**src/mi_pkg.sv**
```systemverilog
// Shared constants and types for the modular inverse block.
package mi_pkg;

  // Width of the value, modulus and inverse fields.
  localparam int VAL_W = 31;
  // Nominal coefficient width; one guard bit is added for shifted partial products.
  localparam int WIDTH = 32;
  localparam int COEF_W = WIDTH + 1;

  // Modulus after reset.
  localparam logic [VAL_W-1:0] MODULUS_RESET = {VAL_W{1'b1}};

  // Queue between the front and the back.
  localparam int FIFO_DEPTH = 2;
  localparam int PTR_W = (FIFO_DEPTH > 1) ? $clog2(FIFO_DEPTH) : 1;
  localparam int CNT_W = $clog2(FIFO_DEPTH + 1);

  typedef logic signed [COEF_W-1:0] coef_t;

  // One queued job: the value and whether it is trivially not invertible.
  typedef struct packed {
    logic [VAL_W-1:0] value;
    logic             trivial;
  } mi_item_t;

  // Handshake from the front queue to the back engine.
  typedef struct packed {
    logic     valid;
    mi_item_t item;
  } mi_job_t;

  typedef enum logic [1:0] {
    ST_IDLE,
    ST_UP,
    ST_DOWN,
    ST_FINISH
  } mi_state_t;

endpackage

```
**src/mi_front.sv**
```systemverilog
// Input side: accepts values, flags trivial cases and queues them for the engine.
module mi_front (
  input  logic                     clk,
  input  logic                     rst_n,
  input  logic                     push,
  input  logic [mi_pkg::VAL_W-1:0] in_value,
  output logic                     full,
  input  logic [mi_pkg::VAL_W-1:0] modulus,
  output mi_pkg::mi_job_t          job,
  input  logic                     job_ready
);

  mi_pkg::mi_item_t          mem_r [mi_pkg::FIFO_DEPTH];
  logic [mi_pkg::PTR_W-1:0]  wr_ptr_r;
  logic [mi_pkg::PTR_W-1:0]  rd_ptr_r;
  logic [mi_pkg::CNT_W-1:0]  count_r;
  logic                      wr_en;
  logic                      rd_en;
  mi_pkg::mi_item_t          wr_item;

  // A zero value or a modulus below two has no inverse at all.
  always_comb begin
    wr_item.value   = in_value;
    wr_item.trivial = (in_value == '0) || (modulus < mi_pkg::VAL_W'(2));
  end

  assign full      = (count_r == mi_pkg::CNT_W'(mi_pkg::FIFO_DEPTH));
  assign wr_en     = push && !full;
  assign job.valid = (count_r != '0);
  assign job.item  = mem_r[rd_ptr_r];
  assign rd_en     = job.valid && job_ready;

  // Queue storage.
  always_ff @(posedge clk) begin
    if (wr_en) begin
      mem_r[wr_ptr_r] <= wr_item;
    end
  end

  // Pointers and fill count.
  always_ff @(posedge clk) begin
    if (!rst_n) begin
      wr_ptr_r <= '0;
      rd_ptr_r <= '0;
      count_r  <= '0;
    end else begin
      if (wr_en) begin
        wr_ptr_r <= wr_ptr_r + 1'b1;
      end
      if (rd_en) begin
        rd_ptr_r <= rd_ptr_r + 1'b1;
      end
      if (wr_en && !rd_en) begin
        count_r <= count_r + 1'b1;
      end else if (rd_en && !wr_en) begin
        count_r <= count_r - 1'b1;
      end
    end
  end

endmodule

```
**src/mi_back.sv**
```systemverilog
// Extended Euclidean engine with shift-and-subtract division and a result register.
module mi_back (
  input  logic                     clk,
  input  logic                     rst_n,
  input  logic [mi_pkg::VAL_W-1:0] modulus,
  input  mi_pkg::mi_job_t          job,
  output logic                     job_ready,
  output logic                     empty,
  input  logic                     pop,
  output logic [mi_pkg::VAL_W-1:0] out_inverse,
  output logic                     out_not_invertible
);

  mi_pkg::mi_state_t          state_r, state_nxt;
  logic [mi_pkg::VAL_W-1:0]   r_old_r, r_old_nxt;
  logic [mi_pkg::VAL_W-1:0]   r_new_r, r_new_nxt;
  logic [mi_pkg::VAL_W-1:0]   d_r, d_nxt;
  mi_pkg::coef_t              t_old_r, t_old_nxt;
  mi_pkg::coef_t              t_new_r, t_new_nxt;
  mi_pkg::coef_t              td_r, td_nxt;
  logic                       res_valid_r, res_valid_nxt;
  logic [mi_pkg::VAL_W-1:0]   res_inv_r, res_inv_nxt;
  logic                       res_bad_r, res_bad_nxt;

  logic                       sub_ok;
  logic [mi_pkg::VAL_W-1:0]   r_sub;
  mi_pkg::coef_t              t_sub;
  mi_pkg::coef_t              t_lift;

  assign empty              = !res_valid_r;
  assign out_inverse        = res_inv_r;
  assign out_not_invertible = res_bad_r;
  assign job_ready          = (state_r == mi_pkg::ST_IDLE) && !res_valid_r;

  // One quotient bit: subtract the aligned divisor and its coefficient when it fits.
  always_comb begin
    sub_ok = (r_old_r >= d_r);
    r_sub  = sub_ok ? (r_old_r - d_r) : r_old_r;
    t_sub  = sub_ok ? (t_old_r - td_r) : t_old_r;
    t_lift = (t_old_r < 0) ?
             (t_old_r + mi_pkg::coef_t'({2'b00, modulus})) : t_old_r;
  end

  // Sequencer: grow the divisor, then walk it back down one bit per cycle.
  always_comb begin
    state_nxt     = state_r;
    r_old_nxt     = r_old_r;
    r_new_nxt     = r_new_r;
    d_nxt         = d_r;
    t_old_nxt     = t_old_r;
    t_new_nxt     = t_new_r;
    td_nxt        = td_r;
    res_valid_nxt = res_valid_r && !pop;
    res_inv_nxt   = res_inv_r;
    res_bad_nxt   = res_bad_r;
    case (state_r)
      mi_pkg::ST_IDLE: begin
        if (job.valid && job_ready) begin
          if (job.item.trivial) begin
            res_valid_nxt = 1'b1;
            res_inv_nxt   = '0;
            res_bad_nxt   = 1'b1;
          end else begin
            r_old_nxt = modulus;
            r_new_nxt = job.item.value;
            d_nxt     = job.item.value;
            t_old_nxt = '0;
            t_new_nxt = mi_pkg::coef_t'(1);
            td_nxt    = mi_pkg::coef_t'(1);
            state_nxt = mi_pkg::ST_UP;
          end
        end
      end
      mi_pkg::ST_UP: begin
        if ({1'b0, r_old_r} >= {d_r, 1'b0}) begin
          d_nxt  = {d_r[mi_pkg::VAL_W-2:0], 1'b0};
          td_nxt = td_r <<< 1;
        end else begin
          state_nxt = mi_pkg::ST_DOWN;
        end
      end
      mi_pkg::ST_DOWN: begin
        if (d_r == r_new_r) begin
          // Last quotient bit: swap remainders and coefficients.
          r_old_nxt = r_new_r;
          r_new_nxt = r_sub;
          t_old_nxt = t_new_r;
          t_new_nxt = t_sub;
          d_nxt     = r_sub;
          td_nxt    = t_sub;
          state_nxt = (r_sub == '0) ? mi_pkg::ST_FINISH : mi_pkg::ST_UP;
        end else begin
          r_old_nxt = r_sub;
          t_old_nxt = t_sub;
          d_nxt     = d_r >> 1;
          td_nxt    = td_r >>> 1;
        end
      end
      mi_pkg::ST_FINISH: begin
        // The gcd must be one; a negative coefficient is lifted by the modulus.
        res_valid_nxt = 1'b1;
        if (r_old_r == mi_pkg::VAL_W'(1)) begin
          res_inv_nxt = t_lift[mi_pkg::VAL_W-1:0];
          res_bad_nxt = 1'b0;
        end else begin
          res_inv_nxt = '0;
          res_bad_nxt = 1'b1;
        end
        state_nxt = mi_pkg::ST_IDLE;
      end
      default: begin
        state_nxt = mi_pkg::ST_IDLE;
      end
    endcase
  end

  // State register.
  always_ff @(posedge clk) begin
    if (!rst_n) begin
      state_r     <= mi_pkg::ST_IDLE;
      res_valid_r <= 1'b0;
    end else begin
      state_r     <= state_nxt;
      res_valid_r <= res_valid_nxt;
    end
  end

  // Datapath registers.
  always_ff @(posedge clk) begin
    r_old_r   <= r_old_nxt;
    r_new_r   <= r_new_nxt;
    d_r       <= d_nxt;
    t_old_r   <= t_old_nxt;
    t_new_r   <= t_new_nxt;
    td_r      <= td_nxt;
    res_inv_r <= res_inv_nxt;
    res_bad_r <= res_bad_nxt;
  end

  // A failed inverse always reads as zero.
  a_bad_zero: assert property (@(posedge clk) disable iff (!rst_n)
    (res_valid_r && res_bad_r) |-> (res_inv_r == '0))
    else $error("not-invertible result with nonzero inverse");

  // The divisor never drops below the current remainder while dividing.
  a_div_aligned: assert property (@(posedge clk) disable iff (!rst_n)
    (state_r == mi_pkg::ST_UP || state_r == mi_pkg::ST_DOWN) |->
    (d_r >= r_new_r && r_new_r != '0))
    else $error("divisor misaligned or zero during division");

  // An accepted job either starts the engine or produces a result at once.
  a_job_starts: assert property (@(posedge clk) disable iff (!rst_n)
    (job.valid && job_ready) |=> (state_r != mi_pkg::ST_IDLE || res_valid_r))
    else $error("accepted job was dropped");

  // The engine only runs while the result register is free.
  a_res_free: assert property (@(posedge clk) disable iff (!rst_n)
    (state_r != mi_pkg::ST_IDLE) |-> !res_valid_r)
    else $error("engine running while a result waits");

endmodule

```
**src/modular_inverse.sv**
```systemverilog
// The engine works on one item at a time and starts the next item only once the result is
// popped.
// A two-beat input queue accepts new items while the engine runs or a result waits.
// Reset (synchronous, rst_n low): queue and result empty, modulus = 2^31 - 1.
module modular_inverse (
  input  logic                     clk,
  input  logic                     rst_n,
  input  logic                     push,
  input  logic [mi_pkg::VAL_W-1:0] in_value,
  output logic                     full,
  output logic                     empty,
  input  logic                     pop,
  output logic [mi_pkg::VAL_W-1:0] out_inverse,
  output logic                     out_not_invertible,
  input  logic                     cfg_wr_en,
  input  logic [mi_pkg::VAL_W-1:0] cfg_wr_data
);

  logic [mi_pkg::VAL_W-1:0] modulus_r;
  mi_pkg::mi_job_t          job;
  logic                     job_ready;

  // Modulus configuration register.
  always_ff @(posedge clk) begin
    if (!rst_n) begin
      modulus_r <= mi_pkg::MODULUS_RESET;
    end else if (cfg_wr_en) begin
      modulus_r <= cfg_wr_data;
    end
  end

  mi_front u_front (
    .clk       (clk),
    .rst_n     (rst_n),
    .push      (push),
    .in_value  (in_value),
    .full      (full),
    .modulus   (modulus_r),
    .job       (job),
    .job_ready (job_ready)
  );

  mi_back u_back (
    .clk                (clk),
    .rst_n              (rst_n),
    .modulus            (modulus_r),
    .job                (job),
    .job_ready          (job_ready),
    .empty              (empty),
    .pop                (pop),
    .out_inverse        (out_inverse),
    .out_not_invertible (out_not_invertible)
  );

endmodule

```
**config.mk**
```make
export PLATFORM = sky130hd
export DESIGN_NAME = modular_inverse
export DESIGN_NICKNAME = d
export VERILOG_FILES = /design/src/mi_pkg.sv /design/src/mi_front.sv /design/src/mi_back.sv /design/src/modular_inverse.sv
export SDC_FILE = /design/constraint.sdc
export NUM_CORES = 1
export LEC_CHECK = 0
export ABC_AREA = 0
export BUFFER_PORTS_ARGS = -buffer_cell sky130_fd_sc_hd__buf_2
export CORE_MARGIN = 8
export CORE_UTILIZATION = 60
export DETAILED_ROUTE_END_ITERATION = 16
export GPL_ROUTABILITY_DRIVEN = 0
export PLACE_DENSITY = 0.87
export SYNTH_ARGS = -nofsm -noshare
export SYNTH_HDL_FRONTEND = slang
export SYNTH_HIERARCHICAL = 1
export SYNTH_SLANG_ARGS = --single-unit
```
**constraint.sdc**
```tcl
create_clock -name clk -period 5.5 [get_ports clk]
set_input_delay 0.55 -clock clk [delete_from_list [all_inputs] [get_ports clk]]
set_output_delay 0.55 -clock clk [all_outputs]
set_load 0.005 [all_outputs]
```
* Word level (Yosys, flattened, before mapping)
Memories as Yosys holds them, arrays and structs flattened. A register that Yosys moved wholly into a read port is not among the register bits.
Index checks and enable logic that the tools add are counted.
** Word-level totals
- Register bits :: 262
- Bits in writable memories :: 64
- Input bits :: 67
- Output and inout bits :: 34
- Logic and storage cells :: 113
- Memories kept :: 1
** Memory list
- u_front.mem_r :: words 2, width 32, rd ports 1, clocked after memory_dff 1, wr ports 1, line mi_front.sv:13 : mi_pkg::mi_item_t mem_r [mi_pkg::FIFO_DEPTH];
** Cells by class
- Add/sub/neg operators :: 7
- $lt $le $gt $ge :: 4
- Equal/unequal tests :: 12
- Mux-type cells :: 48
- Reduce and logical (&&, ||, !) cells :: 26
** Operator list (number)
- $mux 31 :: 13
- $mux 33 :: 9
- $pmux 31 s2 :: 3
- $pmux 33 s2 :: 2
- $pmux 33 s3 :: 1
- $pmux 31 s3 :: 1
- $logic_not 31->1 :: 2
- $lt 33x1->1 const B :: 1
- $sub 33x33->33 :: 1
- $ge 31x32->1 :: 1
- $add 31x31->31 :: 1
- $eq 31x1->1 const B :: 1
- $eq 31x31->1 :: 1
- $ge 31x31->1 :: 1
- $lt 31x2->1 const B :: 1
- $sub 31x31->31 :: 1
- $mux 2 :: 7
- $reduce_and 4->1 :: 3
- $mux 1 :: 9
- $ne 2x2->1 const B :: 4
- $pmux 2 s4 :: 1
- $reduce_bool 2->1 :: 4
- $eq 2x2->1 const B :: 3
- $logic_and 1x1->1 :: 6
- other kinds (12) :: 20

* Longest topological paths before layout
- Word-level depth :: 7
- Depth in mapped cells :: 16
- Mapped depth without buffers :: 16

* Modules after synthesis
The synthesis kept the hierarchy.
** Modules (own cells, without submodules)
- mi_back :: times used 1, cells each 1879, area each 17224.0 sq um, sequential area each 6786.5 sq um
- mi_front :: times used 1, cells each 147, area each 2660.1 sq um, sequential area each 2021.9 sq um
- modular_inverse :: times used 1, cells each 100, area each 1114.8 sq um, sequential area each 620.6 sq um

* Worst setup path after synthesis
OpenSTA, ideal clock, no wires.
- Path type :: reg-to-reg
- From :: register u_back/d_r[11] (netlist bit)
- To :: register u_back/r_new_r[0] (netlist bit), enable pin
- Library setup time :: 0.486 ns
- Arrival time :: 4.531 ns
- Required time :: 5.014 ns
- Setup slack :: 0.482 ns
- Cell stages (with the launch flop) :: 10
- Buffers on the path :: 2
- Clock period less this slack :: 5.018 ns
- Cells stage by stage :: edfxtp_1 xnor2_1 nand4_1 nor4_1 nand4_1 clkbuf_1 clkbuf_1 nor2_1 a21oi_1 nor2_1
** On the way
- Word-level cells in the longest chain between the ends :: 3
** RTL lines
- from (decl) :: line mi_back.sv:17 : logic [mi_pkg::VAL_W-1:0] d_r, d_nxt;
- from (signal assigned) :: line mi_back.sv:132 : d_r <= d_nxt;
- $eq 31x31->1 :: line mi_back.sv:83 : if (d_r == r_new_r) begin
- $ne 2x1->1 (no line)
- $reduce_and 4->1 (no line)
- to (signal assigned) :: line mi_back.sv:131 : r_new_r <= r_new_nxt;
- to (decl) :: line mi_back.sv:16 : logic [mi_pkg::VAL_W-1:0] r_new_r, r_new_nxt;
No other way between the ends.
A chain may end at the register's enable or synchronous reset.

* Worst setup path after layout
- From :: register u_back/r_old_r[4] (netlist bit)
- To :: register u_back.state_r[1]
** On the way
- Word-level cells in the longest chain between the ends :: 6
- Elaborated cells between the ends (all ways) :: 10
- Those cells by class :: 1 x add/sub; 2 x order compare; 1 x eq/ne; 4 x mux; 2 x reduce/logical
** RTL lines
- from (decl) :: line mi_back.sv:15 : logic [mi_pkg::VAL_W-1:0] r_old_r, r_old_nxt;
- from (signal assigned) :: line mi_back.sv:130 : r_old_r <= r_old_nxt;
- $sub 31x31->31 or $ge 31x31->1 (tied branches) :: line mi_back.sv:38, mi_back.sv:37
- $mux 31 :: line mi_back.sv:38 : r_sub = sub_ok ? (r_old_r - d_r) : r_old_r;
- $logic_not 31->1 :: line mi_back.sv:91 : state_nxt = (r_sub == '0) ? mi_pkg::ST_FINISH : mi_pkg::ST_UP;
- $mux 2 :: line mi_back.sv:91
- $mux 2 :: line mi_back.sv:83
- $pmux 2 s4 :: line mi_back.sv:56 : case (state_r)
- to (signal assigned) :: line mi_back.sv:120 : state_r <= mi_pkg::ST_IDLE;
- to (signal assigned) :: line mi_back.sv:123 : state_r <= state_nxt;
- to (decl) :: line mi_back.sv:14 : mi_pkg::mi_state_t state_r, state_nxt;
Parallel ways exist; a longest one is shown, timed or not. The select of a mux whose other input is x is not followed.

==> flow_metrics.py <==
metrics = {
    "synthesis": {
        "synth_cells": 2126,
        "syn_avg_cell_area_sq_um": 9.877,
        "async_flop_share_pct": 0,
        "synth_edf_count": 288,
        "yosys_warnings": 6,
        "yosysTopAreaCell": "edfxtp_1",
        "ys_seq_area_share_pct": 44.90,
        "synth_nets": 2325,
        "ys_ff_latch": 327,
        "synth.distinct_cells": 81,
        "synth.area.top_cells": "edfxtp_1, ha_1, nor2_1",
        "synthesis.area_sq_mm": 0.02100,
        "synth_top_area_share_pct": 41.18,
        "ys.flop_type": "edfxtp_1",
    },
    "cells_and_area": {
        "nNetsFinal": 2381,
        "diodes": 0,
        "utilization_pct": 66.52,
        "drive_gt1_share_pct": 10.95,
        "nFillCells": 2619,
        "syn2layout_area_growth_pct": 9.426,
    },
    "timing": {
        "max_slew_margin_pct": 25.21,
        "period_needed_ns": 4.668,
        "tightest_slew_ns": 1.118,
        "finalCritPeriodShare_pct": 84.87,
        "max_freq_mhz": 214.2,
        "final_hold_viol_count": 0,
        "fin_setup_tns_ns": 0,
        "fin_skew_ns": 0.02827,
        "setup_viol": 0,
        "rsz0062_at_grt": "false",
        "maxSlewViolCount": 0,
    },
    "route": {
        "wire_per_inst_um": 22.35,
        "dr.pass1.iters": 6,
        "avgViaCountPerCell": 6.620,
        "ant_nets": 0,
        "drt_iter0_markers": 2319,
        "routed-via-count": 17641,
        "drc": 0,
        "wirelength_mm": 59.57,
    },
    "clocking": {
        "root_buffer": "clkbuf_16",
        "cts_buffers": 37,
        "cts.path.max_buffers": 3,
        "htreeDepth": 2,
        "clkLatencyLatePin_ns": 0.56,
        "cts_tree": "built",
        "clk_pin_slew_ns": 0.06,
        "cts_setup_buffers": 0,
        "holdBufCountCts": 0,
        "cts_resized": 0,
        "clock-sinks": 327,
    },
    "flow_run": {
        "drv_cap": 0,
    },
    "global_route": {
        "antenna_found_initial": 1,
        "grt-ovfl-total": 0,
        "grt_pass1_wl_mm": 93.96,
        "grt_pass1_vias": 17381,
        "grtUsageTotal_pct": 28.28,
        "grt_max_degree": 111,
    },
    "critical_path": {
        "cp.arrival_ns": 5.14,
        "worstSetupPathType": "flip-flop to flip-flop",
        "crit_fanout": 62,
        "cp-start-kind": "flip-flop",
        "worstPathCellList": "ha_1 > a21o_1 > nor3_1 > a21oi_1 > o21ai_1 > a31oi_1 > a2111oi_2 > o41a_4 > inv_4 > mux2i_1 > nand2_1 > or4_1 > o31ai_2",
        "cpPeakStageDelay_ns": 0.80,
        "cp-end-kind": "flip-flop",
        "cp.required_ns": 5.97,
        "crit_slowest_cell": "o41a_4",
    },
    "status": {
        "run_status": "complete, no violations",
    },
    "floorplanning": {
        "die_height_um": 203.1,
        "num_io_pins": 101,
        "start_util_pct": 60.79,
        "dieWidth_um": 203.1,
        "core-area_sq_mm": 0.03454,
        "die_area_sq_mm": 0.04124,
        "core.rowCount": 68,
    },
    "worst_hold_path": {
        "min_path_type": "primary input to flip-flop",
    },
    "placed_design": {
        "numPortBuffers": 100,
        "post-dp-hpwl_mm": 41.55,
    },
    "pwr": {
        "power_density_mw_per_mm2": 731.9,
        "p_leak_nw": 9.061,
        "ir_drop_v": 0.0004852,
    },
}
[cell families (layout without fill, tap and decap cells)]
| logic type | after synthesis | in the layout | synth area share [%] |
|---|---|---|---|
| flops | 327 | 327 | 44.90 |
| compound gates | 578 | 578 | 17.72 |
| mux | 143 | 143 | 7.120 |
| fa+ha+maj | 132 | 132 | 7.972 |
| buf+inv | 205 | 289 | 4.105 |
| xor+xnor | 117 | 117 | 4.880 |
| simple gates | 624 | 624 | 13.30 |
[cell usage in the layout (no fill, tap or decap), drive strengths merged, types with 26 or more instances in the layout]
master	netlist	routed
inv	103	106
mux2i	92	92
xnor2	79	79
buf	24	119
nor2	253	253
nor3	26	26
xor2	38	38
o21ai	118	118
a211oi	51	51
a21oi	170	170
nor4	30	30
nand2	187	187
a21o	83	83
mux2	51	51
dfxtp	39	39
a22oi	30	30
edfxtp	288	288
clkbuf	78	44
ha	129	129
[routing by layer]
| metal | global-route usage [%] | routed length, um |
|---|---|---|
| met1 | 36.47 | 22880 |
| met2 | 44.51 | 26470 |
| met3 | 6.662 | 7152 |
| met4 | 13.55 | 3061 |
| met5 | 0 | 10 |
[layout make-up]
| type | count | area [sq um] | share of cell area, % |
|---|---|---|---|
| Inverter | 103 | 389.1 | 1.693 |
| Timing Repair Buffer | 119 | 655.6 | 2.853 |
| Sequential cell | 327 | 9429 | 41.03 |
| Clock buffer | 44 | 952.2 | 4.144 |
| Multi-Input combinational cell | 1594 | 10770 | 46.88 |
| Tap cell | 455 | 569.3 | 2.478 |
| Clock inverter | 23 | 211.5 | 0.9202 |
[sequential cells by signal (all words and copies together), names as in the netlist, named ones only]
name and cells:
u_back/td_r 33, u_back/d_r 31, u_back/state_r 2, u_back/r_old_r 31, modulus_r 31, u_front/count_r 2, u_back/out_inverse 31, u_back/t_old_r 33
u_back/out_not_invertible 1, u_back/res_valid_r 1, u_back/t_new_r 33, u_front/wr_ptr_r 1, u_front/rd_ptr_r 1, u_back/r_new_r 31, u_front/mem_r 64
[critical path: cells and delay by family (launching register included)]
family | cells | cell delay [ns]
flip-flops | 1 | 0.47
adder cells (fa/ha/maj) | 1 | 0.40
buffers and inverters | 1 | 0.27
AND/OR/NAND/NOR | 3 | 0.75
AO/OA/AOI/OAI | 7 | 2.28
multiplexers | 1 | 0.40
[path summary, 6_finish.rpt]
path	start	to	slack [ns]	depth (start not counted)
max	u_back/r_old_r[4]	u_back/state_r[1]	0.83	13
min	in_value[27]	u_front/mem_r[1][28]	0.19	1
max reg2reg	u_back/r_old_r[4]	u_back/state_r[1]	0.83	13
min reg2reg	u_front/rd_ptr_r	flip-flop	0.51	2
[Yosys cell counts, drive strengths merged (5+ instances only)]
library cell and n:
ha 129, clkbuf 78, a22oi 30, xnor2 79, o21a 21, a2111oi 6, dfxtp 39, nand3 21
a31oi 14, nor3 26, a21boi 5, o31ai 8, mux2i 92, nor2 253, or3 5, nand2 187
a21oi 170, a221oi 6, a211oi 51, a21o 83, o31a 5, xor2 38, inv 103, o2111ai 11
and2 17, mux2 51, nand2b 14, edfxtp 288, o21ai 118, or4 10, nor2b 19, o21bai 13
nor4 30, nand4 25, buf 24
[power breakdown]
group	internal [mW]	switching, mW
clock	1.39	1.03
sequential	4.02	0.780
combinational	3.55	6.05
total	8.96	7.86
[per-stage QoR]
stage	setup WS, ns	area (sq um)	power [mW]	cells	hold WS (ns)
2_1_floorplan	0.4823	21000	11.61	2126	0.4719
6_report	0.8320	22980	16.82	2665	0.1933
3_5_place_dp	0.9719	21810	13.98	2598	0.5204
5_1_grt	0.5510	22980	17.79	2665	0.1835
3_3_place_gp	1.081	21810	13.58	2598	0.4906
4_1_cts	0.9562	22980	16.50	2665	0.1727
No activity file was read; power rests on OpenSTA's default activity.
